**config.mk**
```make
export PLATFORM = sky130hd
export DESIGN_NAME = stc_ctrl
export DESIGN_NICKNAME = d
export VERILOG_FILES = /design/src/sv/stc_pkg.sv /design/src/sv/stc_ctrl.sv
export SDC_FILE = /design/constraint.sdc
export NUM_CORES = 1
export LEC_CHECK = 0
export BUFFER_PORTS_ARGS = -buffer_cell sky130_fd_sc_hd__buf_4
export CAP_MARGIN = 0
export CORE_MARGIN = 2
export CORE_UTILIZATION = 53
export CTS_BUF_LIST = sky130_fd_sc_hd__clkbuf_8
export CTS_CLUSTER_SIZE = 40
export DETAILED_ROUTE_END_ITERATION = 10
export GPL_TIMING_DRIVEN = 0
export PLACE_DENSITY_LB_ADDON = 0.25
export SETUP_SLACK_MARGIN = 0.2
export SLEW_MARGIN = 25
export SYNTH_ARGS = -nofsm -noshare
export SYNTH_HDL_FRONTEND = slang
export SYNTH_SLANG_ARGS = --single-unit
```
**constraint.sdc**
```tcl
create_clock -name clk -period 2.4 [get_ports clk]
set_clock_uncertainty 0.1 [all_clocks]
set_input_delay 0.48 -clock clk [delete_from_list [all_inputs] [get_ports clk]]
set_output_delay 0.48 -clock clk [all_outputs]
set_load 0.05 [all_outputs]
```
**src/sv/stc_pkg.sv**
```systemverilog
package stc_pkg;

  localparam int unsigned DIV_W = 64;

  localparam logic [19:0] US_PER_S = 20'd1000000;

  // x / 100 and x / 10000 for any 32-bit x: multiply by the rounded-up reciprocal, then shift
  localparam logic [31:0] RCP_100 = 32'd1374389535;
  localparam int unsigned RCP_100_SH = 37;
  localparam logic [31:0] RCP_10000 = 32'd3518437209;
  localparam int unsigned RCP_10000_SH = 45;

  localparam logic [2:0] REG_CLOCK_HZ = 3'd0;
  localparam logic [2:0] REG_COUNTER_BITS = 3'd1;
  localparam logic [2:0] REG_MAX_ON_US = 3'd2;
  localparam logic [2:0] REG_DUTY_Q16 = 3'd3;
  localparam logic [2:0] REG_MAX_RATE = 3'd4;
  localparam logic [2:0] REG_END_MARGIN_US = 3'd5;

  localparam logic CMD_RATE = 1'b0;
  localparam logic CMD_ON_TIME = 1'b1;

  localparam logic [3:0] OP_PSC = 4'd0;
  localparam logic [3:0] OP_ARR = 4'd1;
  localparam logic [3:0] OP_DUTY = 4'd2;
  localparam logic [3:0] OP_FRAME = 4'd3;
  localparam logic [3:0] OP_BASE = 4'd4;
  localparam logic [3:0] OP_DLY100 = 4'd5;
  localparam logic [3:0] OP_TICKS = 4'd6;
  localparam logic [3:0] OP_LED100 = 4'd7;
  localparam logic [3:0] OP_LED = 4'd8;

  typedef struct packed {
    logic       load;
    logic [3:0] op;
    logic       mul_a;
    logic       mul_b;
    logic       start;
    logic       recip;
    logic       commit;
    logic       reject;
  } stc_cmd_t;

  typedef struct packed {
    logic busy;
    logic is_on;
    logic val_zero;
    logic rate_zero;
    logic on_zero;
    logic over_rate;
    logic over_on;
    logic duty_fail;
  } stc_stat_t;

endpackage

```
**src/sv/stc_ctrl.sv**
```systemverilog
module stc_ctrl
  import stc_pkg::*;
(
  input  logic      clk,
  input  logic      rst,
  input  logic      in_valid,
  output logic      in_stall,
  output logic      out_valid,
  input  logic      out_stall,
  input  stc_stat_t stat,
  output stc_cmd_t  ctl
);

  localparam logic [3:0] S_IDLE = 4'd0;
  localparam logic [3:0] S_CHK = 4'd1;
  localparam logic [3:0] S_DSTART = 4'd2;
  localparam logic [3:0] S_DWAIT = 4'd3;
  localparam logic [3:0] S_DUTY = 4'd4;
  localparam logic [3:0] S_MULT = 4'd5;
  localparam logic [3:0] S_DONE = 4'd6;
  localparam logic [3:0] S_OUT = 4'd7;
  localparam logic [3:0] S_CONST = 4'd8;

  logic [3:0] state;
  logic [3:0] state_next;
  logic [3:0] op;
  logic [3:0] op_next;
  logic       ok;

  assign in_stall = (state != S_IDLE);
  assign out_valid = (state == S_OUT);

  always_comb begin
    state_next = state;
    op_next = op;
    ctl = '0;
    ctl.op = op;
    ok = 1'b0;
    unique case (state)
      S_IDLE: begin
        ctl.load = in_valid;
        if (in_valid) state_next = S_CHK;
      end
      S_CHK: begin
        if (stat.is_on) begin
          if (stat.over_on) begin
            ctl.reject = 1'b1;
            state_next = S_OUT;
          end else begin
            ctl.mul_b = 1'b1;
            op_next = OP_DUTY;
            state_next = S_DUTY;
          end
        end else if (stat.val_zero) begin
          ctl.commit = 1'b1;
          state_next = S_OUT;
        end else if (stat.over_rate) begin
          ctl.reject = 1'b1;
          state_next = S_OUT;
        end else begin
          op_next = OP_PSC;
          state_next = S_DSTART;
        end
      end
      S_DUTY: begin
        ok = stat.rate_zero || stat.on_zero || !stat.duty_fail;
        if (!stat.is_on && stat.over_on && !stat.on_zero) ok = 1'b0;
        if (!ok) begin
          ctl.reject = 1'b1;
          state_next = S_OUT;
        end else if (stat.rate_zero) begin
          ctl.commit = 1'b1;
          state_next = S_OUT;
        end else begin
          op_next = OP_FRAME;
          state_next = S_DSTART;
        end
      end
      S_DSTART: begin
        ctl.start = 1'b1;
        state_next = S_DWAIT;
      end
      S_DWAIT: begin
        if (!stat.busy) begin
          state_next = S_DSTART;
          unique case (op)
            OP_PSC: op_next = OP_ARR;
            OP_ARR: begin
              ctl.mul_b = 1'b1;
              op_next = OP_DUTY;
              state_next = S_DUTY;
            end
            OP_FRAME: op_next = OP_BASE;
            OP_BASE: begin
              op_next = OP_DLY100;
              state_next = S_CONST;
            end
            default: state_next = S_DONE;
          endcase
        end
      end
      S_CONST: begin
        ctl.recip = 1'b1;
        unique case (op)
          OP_DLY100: begin
            op_next = OP_TICKS;
            state_next = S_MULT;
          end
          OP_TICKS: op_next = OP_LED100;
          OP_LED100: begin
            op_next = OP_LED;
            state_next = S_MULT;
          end
          default: state_next = S_DONE;
        endcase
      end
      S_MULT: begin
        ctl.mul_a = 1'b1;
        state_next = S_CONST;
      end
      S_DONE: begin
        ctl.commit = 1'b1;
        state_next = S_OUT;
      end
      S_OUT: begin
        if (!out_stall) state_next = S_IDLE;
      end
      default: state_next = S_IDLE;
    endcase
  end

  always_ff @(posedge clk) begin
    if (rst) begin
      state <= S_IDLE;
      op <= OP_PSC;
    end else begin
      state <= state_next;
      op <= op_next;
    end
  end

endmodule

```
==> results of run 1 <==
## worst max-delay path by stage
| stage | startpoint | to | slack [ns] | depth (start not counted) |
|---|---|---|---|---|
| 2_1_floorplan | op[2]$_SDFFE_PP0P_ | ctl[4] | 0.25 | 4 |
| 3_3_place_gp | op[1]$_SDFFE_PP0P_ | ctl[4] | 0.24 | 5 |
| 3_5_place_dp | op[1]$_SDFFE_PP0P_ | ctl[4] | 0.20 | 5 |
| 4_1_cts | op[1]$_SDFFE_PP0P_ | ctl[4] | 0.12 | 5 |
| 5_1_grt | op[1]$_SDFFE_PP0P_ | ctl[4] | 0.05 | 5 |
| 6_report | op[1]$_SDFFE_PP0P_ | ctl[4] | 0.08 | 5 |
## layer usage
metal	global-route usage [%]	wire length, um	up-vias	part of all wire (%)
met1	34.8	1050	488	40
li1	-	-	503	-
met3	8.57	274	8	11
met4	6.67	34	0	1.3
met2	42.6	1240	80	48
met5	0	0	-	0
## layout make-up
class | instances | area (um^2) | share of cell area, %
multi-input combinational | 97 | 671 | 57.4
timing repair buffer | 24 | 191 | 16.4
sequential | 8 | 164 | 14.0
buffer | 8 | 46.3 | 3.97
clock buffer | 3 | 41.3 | 3.54
inverter | 9 | 33.8 | 2.89
tap | 16 | 20.0 | 1.71
## through the flow
| step | setup slack (ns) | hold WS, ns | utilization [%] | std cells | power (W) |
|---|---|---|---|---|---|
| 2_1_floorplan | 0.254 | 0.449 | - | 122 | 0.000903 |
| 3_5_place_dp | 0.205 | 0.545 | 72.2 | 162 | 0.00112 |
| 5_1_grt | 0.0526 | 0.345 | 77.5 | 165 | 0.00142 |
| 4_1_cts | 0.117 | 0.343 | 76.2 | 165 | 0.00130 |
| 3_3_place_gp | 0.243 | 0.529 | 72.2 | 162 | 0.00111 |
| 6_report | 0.0817 | 0.347 | 77.5 | 165 | 0.00135 |
## cells in the final DEF (no fill, tap or decap), drive strengths merged, types with 2 or more instances in the layout
| master | synthesis | final |
|---|---|---|
| nand2b | 5 | 5 |
| dfxtp | 8 | 8 |
| buf | 2 | 28 |
| inv | 9 | 9 |
| o22ai | 4 | 4 |
| a21oi | 13 | 13 |
| and3 | 2 | 2 |
| o21ai | 8 | 8 |
| nor2 | 6 | 6 |
| or3 | 3 | 3 |
| clkbuf | 6 | 7 |
| nand2 | 5 | 5 |
| or4 | 2 | 2 |
| nor2b | 5 | 5 |
| or2 | 3 | 3 |
| o21a | 2 | 2 |
| o221a | 2 | 2 |
| nor3 | 9 | 9 |
| nand3 | 7 | 7 |
## worst register-to-register path, delay by kind of cell, from the launching register on
family,cells,cell delay (ns)
compound gates,3,0.52
buf+inv,1,0.14
flops,1,0.30
simple gates,2,0.90
## power by group
part / switching (W) / internal, W / leakage (nW) / total (W)
clock network: 0.0000495 / 0.000108 / 0.0216 / 0.000158
registers: 0.0000384 / 0.000174 / 0.0666 / 0.000213
logic: 0.000632 / 0.000349 / 0.398 / 0.000981
## cells by family after synthesis
logic type,count (synthesis)
AND/OR/NAND/NOR,53
AO/OA/AOI/OAI,41
buffers and inverters,17
flip-flops,8
multiplexers,2
XOR/XNOR,1
## registers in the layout, indices dropped and copies added (netlist names)
signal,count
op,4
state,4
## repair_timing
| item | in CTS | in global routing |
|---|---|---|
| setup endpoints to repair | 3 | 6 |
| hold buffers | 0 | 0 |
| gates resized for setup | 7 | 9 |
| endpoints found under the hold margin | 0 | 0 |
| pin swaps | 0 | 0 |
==> metrics, run 1 <==
outcome complete, no violations; Avg Cell Area, Syn 7.01 um^2; Synthesized Nets 134; Synth Area in Compound Gates 33.2%; most common cell in the netlist a21oi_1; Maximum Capacitance Violations 0; Warnings, synthesis 0; Port Buffers 24; worst slew pin tran 0.428 ns; area grow syn2layout 36.4%; share of cells above drive strength 1 37.6%; largest family of logic cells by synthesized area simple AND/OR/NAND/NOR gates; wirelength, routed 2.59 mm; Sink Count 8; async set-reset flop share out of synthesis 0%; Endpoint, Worst Hold state[2]$_SDFFE_PP0P_; Distinct cells, synth 43; hold path startpoint rst; Vias 1,079; Starting Density 56.8%; crit-path cells buf_2, or4_4, nor3_4, o21ba_4, buf_6; number of global-route vias before repair 916; startpoint types register; I/O Pins 25; reg2reg end op[1]$_SDFFE_PP0P_; flop2flop setup slack 0.32 ns; top achievable clock speed 0.431 GHz; Adder-Cell Fraction of Synth Area 0%; Filler cells 96; die footprint 0.00195 mm^2; Max Slew Vio Count 0; Post-Synth Simple-Gate Area 35.8%; clk buf depth 2; ranking of synthesized cells by area dfxtp_1 19%, a21oi_1 6.4%, nor3_1 5.3%; Required @ worst endpoint 1.82 ns; synth cell count leaders 11 x a21oi_1, 9 x inv_1, 9 x nor3_1, 8 x dfxtp_1, 8 x o21ai_0; Worst Path Max Fanout 10; cells after synthesis 122; Clock Latency Late Sink 0.23 ns; Pleak 0.487 nW; Final TNS setup 0 ns; TritonCTS clock tree built; Core ar. 0.00151 mm^2; # Post-CTS Setup Buffers 0; first-pass GRT wire length 3.99 mm; EDFF count, synth 0; Post-Syn Area 856 um^2; placed instance area 0.00109 mm^2; post-route cell area 0.00117 mm^2; GRT Overall Usage 26.7%; fin crit period 2.32 ns; Synth Register Bits 8; placer congestion estimate 0.965; main flop type after synthesis dfxtp_1; Residual DRC 0; slowest stage delay, CP 0.57 ns; hold crit path type in2reg; # diodes 0; Synth top area share 18.7%; crit-path leading delay family simple AND/OR/NAND/NOR gates; pin count of the biggest net entering global routing 11; area leader, netlist dfxtp_1; First-pass DRT Iterations 4; initial antenna violation count 0; chip height 44.2 um; initial DRC count 82; TritonCTS buffer count 3; WP buf/inv 2; critical setup path kind reg2out; Site Rows 14; multiplexer area fraction after synthesis 2.49%; slew margin rel. 71.5%; Hold Path Depth 2; XOR/XNOR share of the synthesized area 1.02%; Antenna Nets Post-Route 0; grt total ovfl 0; period utilisation layout 96.6%; HPWL after DPL 1.85 mm; Final Hold Fails 0; CP max-delay cell or4_4; worst r2r src state[2]$_SDFFE_PP0P_; DR WL/cell 15.7 um; Cell Pwr Density 1160 mW/mm^2; H-tree levels 1; Vias/cell 6.54; final setup vio count 0; CP Capture Type primary output; Die X 44.2 um; VDD IR max 0.583 mV; R2R depth 6; Worst EP arrival 1.74 ns; Seq/Total Area, Yosys 18.7%; clk slew on worst S/H paths 0.04 ns; Root Buffer clkbuf_8; NumNets Final 163; RSZ-0062 raised after global routing true
Note: power is estimated with default switching activity, not from simulation.
==> run 2, diff against run 1 <==
--- a/config.mk
+++ b/config.mk
@@ -13,7 +13,7 @@
 export CTS_CLUSTER_SIZE = 40
 export DETAILED_ROUTE_END_ITERATION = 10
 export GPL_TIMING_DRIVEN = 0
-export PLACE_DENSITY_LB_ADDON = 0.25
+export PLACE_DENSITY_LB_ADDON = 0.1
 export SETUP_SLACK_MARGIN = 0.2
 export SLEW_MARGIN = 25
 export SYNTH_ARGS = -nofsm -noshare
==> metrics, run 2 (synthesis results as in run 1) <==
outcome complete, no violations (unchanged); Root Buffer clkbuf_8 (unchanged); Hold Path Depth 2 (unchanged); Core ar. 0.00151 mm^2 (unchanged); # diodes 0 (unchanged); initial antenna violation count 0 (unchanged); biggest registers after layout op x4, state x4 (unchanged); first-pass GRT wire length 4.50 mm (was 3.99 mm); HPWL after DPL 1.95 mm (was 1.85 mm); Clock Latency Late Sink 0.23 ns (about the same); period utilisation layout 94.7% (was 96.6%); RSZ-0062 raised after global routing true (unchanged); Pleak 0.491 nW (was 0.487 nW); Worst Path Max Fanout 10 (unchanged); Required @ worst endpoint 1.82 ns (about the same); top achievable clock speed 0.440 GHz (was 0.431 GHz); worst r2r src state[2]$_SDFFE_PP0P_ (unchanged); chip height 44.2 um (unchanged); grt total ovfl 0 (unchanged); CP Capture Type primary output (unchanged); Maximum Capacitance Violations 0 (unchanged); Sink Count 8 (unchanged); flop2flop setup slack 0.31 ns (was 0.32 ns); number of global-route vias before repair 1,010 (was 916); Max Slew Vio Count 0 (unchanged); worst slew pin tran 0.389 ns (was 0.428 ns); final setup vio count 0 (unchanged); met2 global-route usage 52.6% (was 42.6%); hold path startpoint rst (unchanged); worst setup margin 0.127 ns (was 0.0817 ns); Starting Density 56.8% (unchanged); Worst EP arrival 1.69 ns (was 1.74 ns); startpoint types register (unchanged); TritonCTS buffer count 3 (unchanged); met3 usage in global routing 10.2% (was 8.57%); clk buf depth 2 (unchanged); Site Rows 14 (unchanged); Die X 44.2 um (unchanged); worst hold slack 0.340 ns (was 0.347 ns); Vias 1,110 (was 1,079); Vias/cell 6.73 (was 6.54); most common cell after layout, fill and taps aside buf_4 (unchanged); # Post-CTS Setup Buffers 0 (unchanged); commonest cells after routing, fill and taps aside 23 x buf_4, 10 x a21oi_1, 8 x inv_1, 8 x o21ai_0, 7 x nand3_1 (was 22 x buf_4, 10 x a21oi_1, 8 x inv_1, 8 x o21ai_0); VDD IR max 0.942 mV (was 0.583 mV); Endpoint, Worst Hold state[1]$_SDFFE_PP0P_ (was state[2]$_SDFFE_PP0P_); Antenna Nets Post-Route 0 (unchanged); TritonCTS clock tree built (unchanged); worst setup path start op[1]$_SDFFE_PP0P_ (unchanged); Residual DRC 0 (unchanged); First-pass DRT Iterations 4 (unchanged); Total Power 0.00138 W (was 0.00135 W); I/O Pins 25 (unchanged); GRT Overall Usage 31.4% (was 26.7%); initial DRC count 47 (was 82); pre-CTS WS 0.178 ns (was 0.205 ns); Filler cells 111 (was 96); clk slew on worst S/H paths 0.04 ns (about the same); hold crit path type in2reg (unchanged); Cell Pwr Density 1170 mW/mm^2 (was 1160 mW/mm^2); Port Buffers 24 (unchanged); H-tree levels 1 (unchanged); placer congestion estimate 0.887 (was 0.965); reg2reg end op[1]$_SDFFE_PP0P_ (unchanged); share of cells above drive strength 1 38.9% (was 37.6%); Final TNS setup 0 ns (unchanged); area grow syn2layout 37.9% (was 36.4%); R2R depth 6 (unchanged); pin count of the biggest net entering global routing 11 (unchanged); met1 Usage GRT 36.3% (was 34.8%); NumNets Final 163 (unchanged); wirelength, routed 2.73 mm (was 2.59 mm); DR WL/cell 16.5 um (was 15.7 um); critical setup path kind reg2out (unchanged); Final Hold Fails 0 (unchanged); die footprint 0.00195 mm^2 (unchanged); fin crit period 2.27 ns (was 2.32 ns); slew margin rel. 74.1% (was 71.5%); gr busiest metal met2 (unchanged)
-- run 2: changes by cell type in the layout (fill, tap and decap cells not counted), sizes merged --
| cell | change |
|---|---|
| inv | -1 |
| clkinvlp | +1 |
-- run 2: power breakdown --
part	switching, W	internal (W)	leakage [nW]
Clock	0.0000525	0.000109	0.0216
Combinational	0.000638	0.000361	0.402
Sequential	0.0000457	0.000176	0.0670
Total	0.000736	0.000646	0.491
-- run 2: critical path, cell delays in order (launching register included) --
cell,delay (ns)
dfxtp_2,0.31
clkbuf_4,0.17
or4_4,0.55
nor3_4,0.15
o21ba_4,0.15
buf_8,0.13
-- run 2: through the flow --
stage | instance area [um^2] | instances | util, %
final | 1180 | 165 | 78.3
after global routing | 1180 | 165 | 78.3
after CTS | 1160 | 165 | 76.8
after detailed placement | 1090 | 162 | 72.2
after global placement | 1090 | 162 | 72.2
after floorplan | 887 | 122 | -
-- run 2: what timing repair did --
item,4_1_cts,5_1_grt
hold buffers,0,0
pin swaps,0,0
hold endpoints to repair,0,0
resized for setup,9,14
setup endpoints to repair,4,6
gates cloned,0,0
-- run 2: how the worst max path moves through the flow --
stage             end  slack, ns
2_1_floorplan  ctl[4]       0.25
3_3_place_gp   ctl[4]       0.22
3_5_place_dp   ctl[4]       0.18
4_1_cts        ctl[4]       0.14
5_1_grt        ctl[4]       0.08
6_report       ctl[4]       0.13
-- run 2: final cells by class --
| cell class | instances | area [um^2] | share of cell area [%] |
|---|---|---|---|
| inverter | 9 | 37.5 | 3.18 |
| sequential | 8 | 165 | 14.0 |
| tap | 16 | 20.0 | 1.70 |
| clock buffer | 3 | 41.3 | 3.50 |
| timing repair buffer | 24 | 195 | 16.5 |
| multi-input combinational | 97 | 668 | 56.6 |
| buffer | 8 | 52.6 | 4.45 |
-- run 2: per-layer routing --
metal | routed length [um] | up-vias
met5 | 0 | -
li1 | - | 507
met2 | 1360 | 74
met3 | 255 | 17
met1 | 1010 | 512
met4 | 100 | 0
